--- src/rtl/cdph_pkg.sv ---
// Shared types and constants for the charge-division position histogrammer.
// Used by every module under rtl/ except cdph_ram.
`timescale 1ns / 1ps
`default_nettype none
package cdph_pkg;
  localparam int DEF_NUM_DETECTORS = 24;
  localparam int DEF_NUM_BINS      = 240;
  localparam int DEF_COUNT_WIDTH   = 32;

  localparam int COEF_SEL_W    = 3;
  localparam int COEFS_PER_DET = 5;

  localparam logic [31:0] THRESH_RESET = 32'd384;

  localparam int DIV_NUM_W = 64;
  localparam int DIV_DEN_W = 49;

  localparam logic signed [47:0] END_LIMIT = 48'sh7FFF_FFFF_FFFF;
  localparam logic signed [15:0] ONE_Q14   = 16'sd16384;
  // ceil(2^17 / 3), exact divide by 3 for small operands
  localparam logic [16:0] RECIP3 = 17'd43691;

  typedef logic [1:0] opcode_t;
  localparam opcode_t OP_HIT   = 2'd0;
  localparam opcode_t OP_LOAD  = 2'd1;
  localparam opcode_t OP_READ  = 2'd2;
  localparam opcode_t OP_CLEAR = 2'd3;

  typedef logic [2:0] status_t;
  localparam status_t ST_FILLED  = 3'd0;
  localparam status_t ST_NO_EN   = 3'd1;
  localparam status_t ST_BELOW   = 3'd2;
  localparam status_t ST_NO_POS  = 3'd3;
  localparam status_t ST_STORED  = 3'd4;
  localparam status_t ST_READ    = 3'd5;
  localparam status_t ST_CLEARED = 3'd6;

  localparam logic [2:0] CSEL_EGAIN = 3'd0;
  localparam logic [2:0] CSEL_EOFF  = 3'd1;
  localparam logic [2:0] CSEL_GAIN  = 3'd2;
  localparam logic [2:0] CSEL_OFF   = 3'd3;
  localparam logic [2:0] CSEL_BAL   = 3'd4;

  typedef struct packed {
    opcode_t     opcode;
    logic [4:0]  detector;
    logic [2:0]  coef_select;
    logic [31:0] coef_value;
    logic [15:0] energy_raw;
    logic [15:0] far_raw;
    logic [15:0] near_raw;
    logic [7:0]  bin_index;
    logic        det_ok;
    logic        sel_ok;
    logic        bin_ok;
  } cmd_t;
endpackage
`default_nettype wire

--- src/rtl/cdph_front.sv ---
// Front end: takes input requests, range-checks them and queues them.
// Uses cdph_pkg.
`timescale 1ns / 1ps
`default_nettype none
module cdph_front #(
  parameter int NUM_DETECTORS = cdph_pkg::DEF_NUM_DETECTORS,
  parameter int NUM_BINS      = cdph_pkg::DEF_NUM_BINS
) (
  input  logic           clk,
  input  logic           rst,
  input  logic           s_axis_tvalid,
  output logic           s_axis_tready,
  input  logic [95:0]    s_axis_tdata,
  input  logic [1:0]     s_axis_tuser,
  input  logic           hold,
  output logic           cmd_valid,
  output cdph_pkg::cmd_t cmd,
  input  logic           cmd_pop
);
  cdph_pkg::cmd_t in_cmd;
  cdph_pkg::cmd_t q [2];
  logic           wp, rp;
  logic [1:0]     cnt;
  logic           acc;

  always_comb begin
    in_cmd.opcode      = s_axis_tuser;
    in_cmd.detector    = s_axis_tdata[4:0];
    in_cmd.coef_select = s_axis_tdata[7:5];
    in_cmd.coef_value  = s_axis_tdata[39:8];
    in_cmd.energy_raw  = s_axis_tdata[55:40];
    in_cmd.far_raw     = s_axis_tdata[71:56];
    in_cmd.near_raw    = s_axis_tdata[87:72];
    in_cmd.bin_index   = s_axis_tdata[95:88];
    in_cmd.det_ok      = 32'(s_axis_tdata[4:0]) < NUM_DETECTORS;
    in_cmd.sel_ok      = 32'(s_axis_tdata[7:5]) < cdph_pkg::COEFS_PER_DET;
    in_cmd.bin_ok      = 32'(s_axis_tdata[95:88]) < NUM_BINS + 2;
  end

  assign s_axis_tready = !hold && (cnt != 2'd2);
  assign acc           = s_axis_tvalid && s_axis_tready;
  assign cmd_valid     = cnt != 2'd0;
  assign cmd           = q[rp];

  always_ff @(posedge clk) begin
    if (rst) begin
      wp  <= 1'b0;
      rp  <= 1'b0;
      cnt <= 2'd0;
    end else begin
      if (acc) begin
        q[wp] <= in_cmd;
        wp    <= ~wp;
      end
      if (cmd_pop) begin
        rp <= ~rp;
      end
      cnt <= cnt + 2'(acc) - 2'(cmd_pop);
    end
  end
endmodule
`default_nettype wire

--- config.mk ---
export PLATFORM = sky130hd
export DESIGN_NAME = cdph_front
export DESIGN_NICKNAME = d
export VERILOG_FILES = /design/src/rtl/cdph_pkg.sv /design/src/rtl/cdph_front.sv
export SDC_FILE = /design/constraint.sdc
export NUM_CORES = 1
export LEC_CHECK = 0
export ABC_AREA = 1
export BUFFER_PORTS_ARGS = -buffer_cell sky130_fd_sc_hd__buf_4
export CAP_MARGIN = 20
export CORE_ASPECT_RATIO = 1.5
export CORE_MARGIN = 2
export CORE_UTILIZATION = 48
export DETAILED_ROUTE_END_ITERATION = 8
export GPL_TIMING_DRIVEN = 0
export PLACE_DENSITY = 0.75
export SLEW_MARGIN = 5
export SYNTH_ARGS = -nofsm -noshare
export SYNTH_HDL_FRONTEND = slang
export SYNTH_SLANG_ARGS = --single-unit
export TNS_END_PERCENT = 10
--- constraint.sdc ---
create_clock -name clk -period 8.1 [get_ports clk]
set_clock_uncertainty 0.05 [all_clocks]
set_input_delay 0.405 -clock clk [delete_from_list [all_inputs] [get_ports clk]]
set_output_delay 0.405 -clock clk [all_outputs]
set_load 0.01 [all_outputs]
==> impl_metrics.yaml, run 1 <==
run:
  drv_cap: 0
worst_setup_path:
  endpoint_kind: "flop"
  critical_path.top_delay_family: "simple AND/OR/NAND/NOR gates"
  cp_slowest_cell: "nor3_4"
  path_max_fanout: 18
  crit_top_cell: "buf_8"
  crit_chain: "inv_1 > nand2_1 > nand3_1 > nor3_4 > buf_8 > buf_8 > buf_16"
  crit_required_ns: 8.23
  critical-path-max-stage-delay_ns: 0.61
  arrival_ns: 2.36
  crit_path_start_kind: "flop"
  path_class: "reg2reg"
  worst-path-buf-inv: 4
clock_tree:
  cts-resized-gates: 0
  htreeDepth: 1
  cts_setup_buffers: 0
  cts_root_buffer: "clkbuf_16"
  clockBufferDepth: 3
  cts_tree: "done"
  cts_buffers: 19
  clk_pin_slew_ns: 0.06
  ctsHoldBuffers: 0
  clock_latency_ns: 0.47
  clkSinkCount: 207
timing:
  slew_headroom_pct: 50.9
  period_needed_ns: 2.23
  finalSetupTns_ns: 0
  setup_viol_count_final: 0
  worstMarginPinSlew_ns: 0.734
  whs_ns: 0.0571
  fmax_mhz: 449
  hold_violations: 0
  fin_crit_sh_pct: 27.5
  maxSlewViolCount: 0
  rsz0062_at_grt: "false"
floorplanning:
  placementRows: 57
  num_io_pins: 206
  start_util_pct: 49.3
  chipWidth_um: 110
  coreArea_um2: 16300
  die_h_um: 162
  fp.dieArea_um2: 17800
grt:
  gr-total-overflow: 0
  grt_pass1_wl_mm: 21.5
  grt_pass1_vias: 4316
  grt_util_all_layers_pct: 15.9
  grt_max_degree: 53
  grt_antenna_before_repair: 0
yosys:
  synthCells: 356
  synth_seq_area_share_pct: 76.9
  yosys_warnings: 0
  syn_avg_cell_area_um2: 22.5
  syn_nets: 461
  ys_ff_latch: 207
  syn-cell-area_um2: 8010
  ys_types: 18
power_and_ir_drop:
  powerDensity_nw_per_um2: 226
  leakage_nw: 4.14
  swShare_pct: 20.3
  p_int_w: 0.00190
  p_switching_w: 0.000485
  clkPwrFrac_pct: 37.1
  irDropWorstVdd_mv: 0.209
  combPwrFrac_pct: 12.0
  seqPwrFrac_pct: 50.9
detailed_routing:
  routed-via-count: 3944
  drc: 0
  drt-total-wl_mm: 14.3
  drtIter0Drc: 150
  drt-pass1-iter-count: 6
  postRouteAntennaNets: 0
  viasPerCell: 4.89
  wl_per_cell_um: 17.8
finish:
  antenna-diode-count: 0
  utilization_pct: 65.1
  final_nets: 694
  stdcell_count: 807
  drive_gt1_share_pct: 59.1
  final_cell_mix: "buf_4, edfxtp_1, mux2_4"
  synthToLayoutAreaGrowth_pct: 32.1
  postLayoutCellArea_um2: 10600
  final_common_cell: "buf_4"
place:
  post_dp_cell_area_um2: 9970
  gp_congestion: 0.767
  dp.final_hpwl_mm: 10.1
  port_buffers: 205
  dp_cells: 774
status:
  status: "finished, final reports clean"
min_path:
  min_path_type: "in2reg"
## final timing paths
kind                startpoint                  to  slack (ns)  cells past startpoint
min reg2reg    rp$_SDFFE_PP0P_     rp$_SDFFE_PP0P_        0.47                      2
min           s_axis_tdata[72]  q[1][11]$_DFFE_PP_        0.06                      1
max reg2reg  cnt[0]$_SDFF_PP0_  q[1][78]$_DFFE_PP_        5.87                      7
max          cnt[0]$_SDFF_PP0_  q[1][78]$_DFFE_PP_        5.87                      7
## cell type report
type / instances / area [um2]
inverter: 10 / 40.0
timing repair buffer: 212 / 1680
multi-input combinational: 128 / 1630
clock buffer: 22 / 487
clock inverter: 11 / 133
tap: 206 / 258
buffer: 11 / 196
sequential: 207 / 6170
fill: 1110 / 5670
## per-layer routing
layer,wire length (um),track usage [%],up-vias
met5,0,0,-
met4,490,6.44,0
met3,1050,3.93,40
met2,8070,29.9,136
met1,4730,16.5,1918
li1,-,-,1850
## synth_stat cells, drive strengths merged
cell type	instances	area (um2)
mux2	101	1480
nand3	3	15.0
dfxtp	5	100
nor2	6	22.5
buf	11	196
inv	10	37.5
nand2	8	30.0
o21ai	1	5.00
xnor2	1	8.76
or2	1	6.26
ha	2	25.0
a21oi	2	10.0
nor3	2	10.0
edfxtp	202	6070
nand4	1	6.26
## logic make-up after synthesis
group | after synthesis | share of synthesized area (%)
compound gates | 3 | 0.187
xor+xnor | 1 | 0.109
fa+ha+maj | 2 | 0.312
buf+inv | 21 | 2.92
flops | 207 | 76.9
mux | 101 | 18.4
simple gates | 21 | 1.12
## registers in the layout (all words and copies together), names as in the netlist, named ones only
register,flops
q,202
rp,1
wp,1
cnt,2
## power groups by stage
stage	clock network [W]	registers, W	logic (W)
2_1_floorplan	0	0.00124	0.000158
3_3_place_gp	0	0.00124	0.000279
3_5_place_dp	0	0.00124	0.000291
4_1_cts	0.000909	0.00121	0.000292
5_1_grt	0.000949	0.00122	0.000307
6_report	0.000887	0.00121	0.000287
## per-stage QoR
| step | power (W) | setup WS [ns] |
|---|---|---|
| after floorplan | 0.00140 | 3.07 |
| final | 0.00239 | 5.87 |
| after global routing | 0.00247 | 5.69 |
| after global placement | 0.00152 | 1.06 |
| after detailed placement | 0.00153 | 5.73 |
| after CTS | 0.00242 | 5.81 |
## worst reg2reg max path, cell delays in order, from the launching register on
cell and delay, ns:
dfxtp_1 0.34, inv_1 0.07, nand2_1 0.07, nand3_1 0.16, nor3_4 0.61, buf_8 0.25, buf_8 0.21, buf_16 0.18
Power figures use the tool's default switching activity.
==> inputs of run 2 (changes only) <==
--- a/config.mk
+++ b/config.mk
@@ -10,10 +10,10 @@
 export CAP_MARGIN = 20
 export CORE_ASPECT_RATIO = 1.5
 export CORE_MARGIN = 2
-export CORE_UTILIZATION = 48
+export CORE_UTILIZATION = 53
 export DETAILED_ROUTE_END_ITERATION = 8
 export GPL_TIMING_DRIVEN = 0
-export PLACE_DENSITY = 0.75
+export PLACE_DENSITY = 0.79
 export SLEW_MARGIN = 5
 export SYNTH_ARGS = -nofsm -noshare
 export SYNTH_HDL_FRONTEND = slang
==> constraint.sdc (replaced) <==
create_clock -name clk -period 2.15 [get_ports clk]
set_clock_uncertainty 0.05 [all_clocks]
set_input_delay 0.1075 -clock clk [delete_from_list [all_inputs] [get_ports clk]]
set_output_delay 0.1075 -clock clk [all_outputs]
set_load 0.01 [all_outputs]
==> run 2 against run 1 <==
Against the previous run: first-iteration DRC count grew 31%; wire length is 20% higher; core utilization increased by 12 points; global-route usage rose by 4.9 points; largest cell class unchanged; highest routed layer unchanged.
==> impl_metrics.yaml, run 2 (same netlist as run 1, synthesis figures left out) <==
worst_setup_path:
  r2r_slack_ns: 0.13
  crit_chain: "inv_2 > nand2_1 > nand3_2 > nor3_4 > buf_16 > buf_8 > buf_8 > buf_8"
  cp_slowest_cell: "dfxtp_2"
  worst-path-buf-inv: 5
  path_max_fanout: 19
  r2r.worst_path.cells: 8
  crit_required_ns: 2.28
  arrival_ns: 2.15
  critical-path-max-stage-delay_ns: 0.34
  endpoint_kind: "flop"
  critical_path.top_delay_family: "buffers and inverters"
  crit_top_cell: "buf_8"
  path_class: "reg2reg"
  r2r-end: "q[1][20]$_DFFE_PP_"
  reg2reg_from: "cnt[0]$_SDFF_PP0_"
  crit_path_start_kind: "flop"
finish:
  top_register: "q"
  regArea_um2: 6170
  final_cell_mix: "buf_4, edfxtp_1, dlygate4sd3_1"
  synthToLayoutAreaGrowth_pct: 44.2
  reg.largest.list: "q x202, cnt x2"
  stdcell_count: 905
  final_nets: 798
  utilization_pct: 77.4
  n_fill_cell: 783
  drive_gt1_share_pct: 50.1
  postLayoutCellArea_um2: 11600
  final_common_cell: "buf_4"
  multi_input_area_um2: 1630
  largest_reg_flops: 202
status:
  status: "finished, final reports clean"
timing:
  fmax_mhz: 494
  fin_crit_sh_pct: 94.1
  rsz0062_at_grt: "false"
  slew_headroom_pct: 67.3
  maxSlewViolCount: 0
  setup_viol_count_final: 0
  hold_violations: 0
  worstMarginPinSlew_ns: 0.490
  period_needed_ns: 2.02
power_and_ir_drop:
  powerDensity_nw_per_um2: 773
  irDropWorstVdd_mv: 0.801
  power_w: 0.00894
  leakage_nw: 4.54
grt:
  grt_pass1_wl_mm: 25.9
  grt_pass1_vias: 4942
  grt_antenna_before_repair: 1
  grt_max_degree: 54
  grt_util_all_layers_pct: 20.8
  gr-total-overflow: 0
floorplanning:
  start_util_pct: 53.7
  num_io_pins: 206
  placementRows: 55
  fp.dieArea_um2: 16100
  coreArea_um2: 14900
  chipWidth_um: 104
  die_h_um: 155
detailed_routing:
  drc: 0
  postRouteAntennaNets: 0
  drt-total-wl_mm: 17.2
  routed-via-count: 4481
  viasPerCell: 4.95
  drtIter0Drc: 196
  drt-pass1-iter-count: 4
  wl_per_cell_um: 19.0
clock_tree:
  clock_latency_ns: 0.48
  clockBufferDepth: 3
  cts_tree: "done"
  cts_buffers: 19
  cts_root_buffer: "clkbuf_16"
  clk_pin_slew_ns: 0.06
  clkSinkCount: 207
  htreeDepth: 1
place:
  gp_congestion: 0.774
  dp_cells: 767
  post_dp_cell_area_um2: 9950
  port_buffers: 205
  dp.final_hpwl_mm: 10.4
min_path:
  hold_end: "q[0][52]$_DFFE_PP_"
  holdPathStages: 2
  holdCritStartpoint: "s_axis_tdata[49]"
  min_path_type: "in2reg"
run:
  drv_cap: 0
-- run 2: changes by cell type in the layout (fill, tap and decap cells not counted), moves of 2 or more --
| cell | delta |
|---|---|
| dlygate4sd3_1 | +103 |
| clkinv_1 | +4 |
| clkinv_2 | -3 |
| bufinv_16 | -2 |
| clkbuf_1 | +2 |
| clkinvlp_4 | -2 |
| inv_6 | +2 |
-- run 2: worst max path at each step --
stage                            startpoint            endpoint  slack [ns]  cells after the start
final                     cnt[0]$_SDFF_PP0_  q[1][20]$_DFFE_PP_        0.13                      8
after global routing      cnt[0]$_SDFF_PP0_  q[1][69]$_DFFE_PP_        0.02                      8
after CTS                 cnt[0]$_SDFF_PP0_  q[0][64]$_DFFE_PP_        0.05                      5
after detailed placement  cnt[0]$_SDFF_PP0_  q[1][70]$_DFFE_PP_       -0.30                      8
after global placement    cnt[0]$_SDFF_PP0_  q[1][70]$_DFFE_PP_       -2.40                      4
after floorplan           cnt[0]$_SDFF_PP0_   q[1][0]$_DFFE_PP_       -1.24                      4
-- run 2: per-stage QoR --
step                      setup WS [ns]  setup TNS (ns)  hold WS (ns)
after global routing             0.0246               0         0.291
after detailed placement         -0.300           -6.32         0.245
after floorplan                   -1.24         -233.32         0.121
final                             0.127               0         0.299
after global placement            -2.40         -437.11         0.243
after CTS                        0.0542               0         0.288
-- run 2: area by class of cell --
class | count | area share [%]
inverters | 10 | 0.368
well taps | 199 | 2.15
flip-flops and latches | 207 | 53.4
multi-input cells | 128 | 14.1
diodes | 1 | 0.0217
clock inverters | 9 | 0.574
repair buffers | 316 | 23.4
plain buffers | 11 | 1.70
clock buffers | 24 | 4.28
-- run 2: timing repair --
| item | 4_1_cts | 5_1_grt |
|---|---|---|
| hold buffers | 103 | 0 |
| setup buffers | 1 | 0 |
| cloned | 0 | 0 |
| pin swaps | 1 | 0 |
| resized for setup | 0 | 1 |
| hold endpoints to repair | 207 | 0 |
| endpoints found under the setup margin | 33 | 53 |
-- run 2: routing by layer --
layer / up-vias / GRT usage, % / wire, um
li1: 2060 / - / -
met3: 45 / 4.13 / 909
met1: 2212 / 21.8 / 5870
met2: 164 / 40.2 / 9830
met4: 0 / 8.30 / 578
met5: - / 0 / 0
-- run 2: where the power goes --
group	internal (W)	leakage [nW]	switching (W)	total [W]
logic	0.000759	2.40	0.000504	0.00126
clock network	0.00175	0.272	0.00135	0.00309
registers	0.00455	1.87	0.0000322	0.00458
total	0.00705	4.54	0.00189	0.00894
==> inputs of run 3 (changes only) <==
==> constraint.sdc (replaced) <==
create_clock -name clk -period 2.15 [get_ports clk]
set_clock_uncertainty 0.05 [all_clocks]
set_input_delay 0.43 -clock clk [delete_from_list [all_inputs] [get_ports clk]]
set_output_delay 0.43 -clock clk [all_outputs]
set_load 0.01 [all_outputs]
==> run 3 against run 2 <==
Against the previous run: die area stayed put; sequential power hardly changed; sequential share of layout area is 5.0 points higher; critical path type is now reg2out; critical endpoint is now cmd[5]; largest power group unchanged; highest routed layer unchanged.
==> impl_metrics.yaml, run 3 (same netlist as run 1, synthesis figures left out) <==
worst_setup_path:
  crit_path_start_kind: "flop"
  r2r_slack_ns: 0.14
  path_max_fanout: 10
  path_class: "reg2out"
  reg2reg_from: "cnt[0]$_SDFF_PP0_"
  r2r-end: "q[0][67]$_DFFE_PP_"
  r2r.worst_path.cells: 5
  cp_slowest_cell: "mux2_2"
  crit_chain: "buf_2 > mux2_2 > buf_4"
  critical-path-max-stage-delay_ns: 0.39
  arrival_ns: 1.63
  crit_required_ns: 1.67
  endpoint_kind: "output pin"
min_path:
  holdCritStartpoint: "s_axis_tdata[42]"
  min_path_type: "in2reg"
  hold_end: "q[1][45]$_DFFE_PP_"
  holdPathStages: 1
floorplanning:
  chipWidth_um: 104
  fp.dieArea_um2: 16100
  placementRows: 55
  num_io_pins: 206
  start_util_pct: 53.7
  die_h_um: 155
  coreArea_um2: 14900
timing:
  layout_setup_ws_ns: 0.0406
  worstMarginPinSlew_ns: 0.503
  hold_violations: 0
  whs_ns: 0.0927
  fin_crit_sh_pct: 98.1
  rsz0062_at_grt: "true"
  setup_viol_count_final: 0
  slew_headroom_pct: 66.4
  fmax_mhz: 474
  maxSlewViolCount: 0
  period_needed_ns: 2.11
detailed_routing:
  highest_layer: "met4"
  wl_met3_um: 802
  viasPerCell: 5.00
  wl_met1_mm: 5.15
  drc: 0
  routed-via-count: 3968
  drt-pass1-iter-count: 4
  wl_per_cell_um: 18.6
  drt-total-wl_mm: 14.8
  wl_met2_mm: 8.28
  drtIter0Drc: 212
  postRouteAntennaNets: 0
clock_tree:
  cts_buffers: 19
  clock_latency_ns: 0.47
  ctsHoldBuffers: 0
  htreeDepth: 1
  clockBufferDepth: 3
  cts_tree: "done"
  clkSinkCount: 207
  clk_pin_slew_ns: 0.06
  cts_root_buffer: "clkbuf_16"
finish:
  drive_gt1_share_pct: 59.0
  antenna-diode-count: 0
  largest_reg_flops: 202
  final_nets: 694
  stdcell_count: 794
  reg.largest.list: "q x202, cnt x2"
  final_cell_mix: "edfxtp_1, buf_4, mux2_4"
  final_common_cell: "edfxtp_1"
  synthToLayoutAreaGrowth_pct: 31.8
  top_register: "q"
place:
  dp_cells: 767
  port_buffers: 205
  dp.final_hpwl_mm: 10.6
  gp_congestion: 0.725
  pre_cts_ws_ns: -0.103
power_and_ir_drop:
  irDropWorstVdd_mv: 1.10
  powerDensity_nw_per_um2: 821
  leakage_nw: 4.12
grt:
  grt_util_all_layers_pct: 18.1
  grt_pass1_wl_mm: 22.5
  gr-total-overflow: 0
  grt_pass1_vias: 4246
  grt_antenna_before_repair: 0
  grt_max_degree: 55
status:
  status: "finished, final reports clean"
run:
  drv_cap: 0
-- run 3: cell types whose count changed in the layout (fill, tap and decap cells not counted), moves of 2 or more --
cell	before	now
buf_16	2	4
buf_4	206	199
buf_6	1	6
buf_8	5	3
clkbuf_1	5	2
clkinv_1	6	4
dlygate4sd3_1	103	0
-- run 3: report_power, final --
group / switching [W] / total, W / internal [W]
sequential: 0.0000312 / 0.00458 / 0.00455
clock: 0.00128 / 0.00299 / 0.00171
combinational: 0.000458 / 0.00111 / 0.000649
total: 0.00177 / 0.00868 / 0.00690
-- run 3: worst max-delay path by stage --
stage | endpoint | startpoint
floorplan | q[1][0]$_DFFE_PP_ | hold
global placement | q[1][71]$_DFFE_PP_ | hold
detailed placement | q[0][58]$_DFFE_PP_ | hold
CTS | cmd[92] | flop
global route | cmd[7] | flop
finish | cmd[5] | flop
-- run 3: metrics by stage --
step / power [W] / instance area (um2) / TNS, ns / util [%]
after global routing: 0.00896 / 10600 / -0.00394 / 70.7
after global placement: 0.00573 / 9840 / -483.82 / 65.9
final: 0.00868 / 10600 / 0 / 70.7
after detailed placement: 0.00577 / 10000 / -5.60 / 66.9
after floorplan: 0.00526 / 8050 / -248.94 / -
after CTS: 0.00876 / 10500 / 0 / 70.6
-- run 3: worst max-delay path, delay by kind of cell, from the launching register on --
kind,cells,cell delay [ns]
mux,1,0.39
flops,1,0.34
buf+inv,2,0.43
-- run 3: what timing repair did --
item,in CTS,in global routing
setup buffers,0,0
pin swaps,0,1
endpoints found under the setup margin,90,79
gates resized for setup,3,7
-- run 3: area by class of cell --
type	count	area, um2
Tap cell	199	249
Buffer	11	205
Sequential cell	207	6170
Multi-Input combinational cell	128	1640
Clock inverter	6	50.0
Timing Repair Buffer	212	1720
Clock buffer	21	483
Fill cell	954	4370
Inverter	10	55.1
-- run 3: metal layers --
| layer | track usage [%] | vias to the layer above |
|---|---|---|
| li1 | - | 1841 |
| met1 | 19.8 | 1946 |
| met2 | 33.6 | 142 |
| met3 | 3.50 | 39 |
| met4 | 8.04 | 0 |
| met5 | 0 | - |
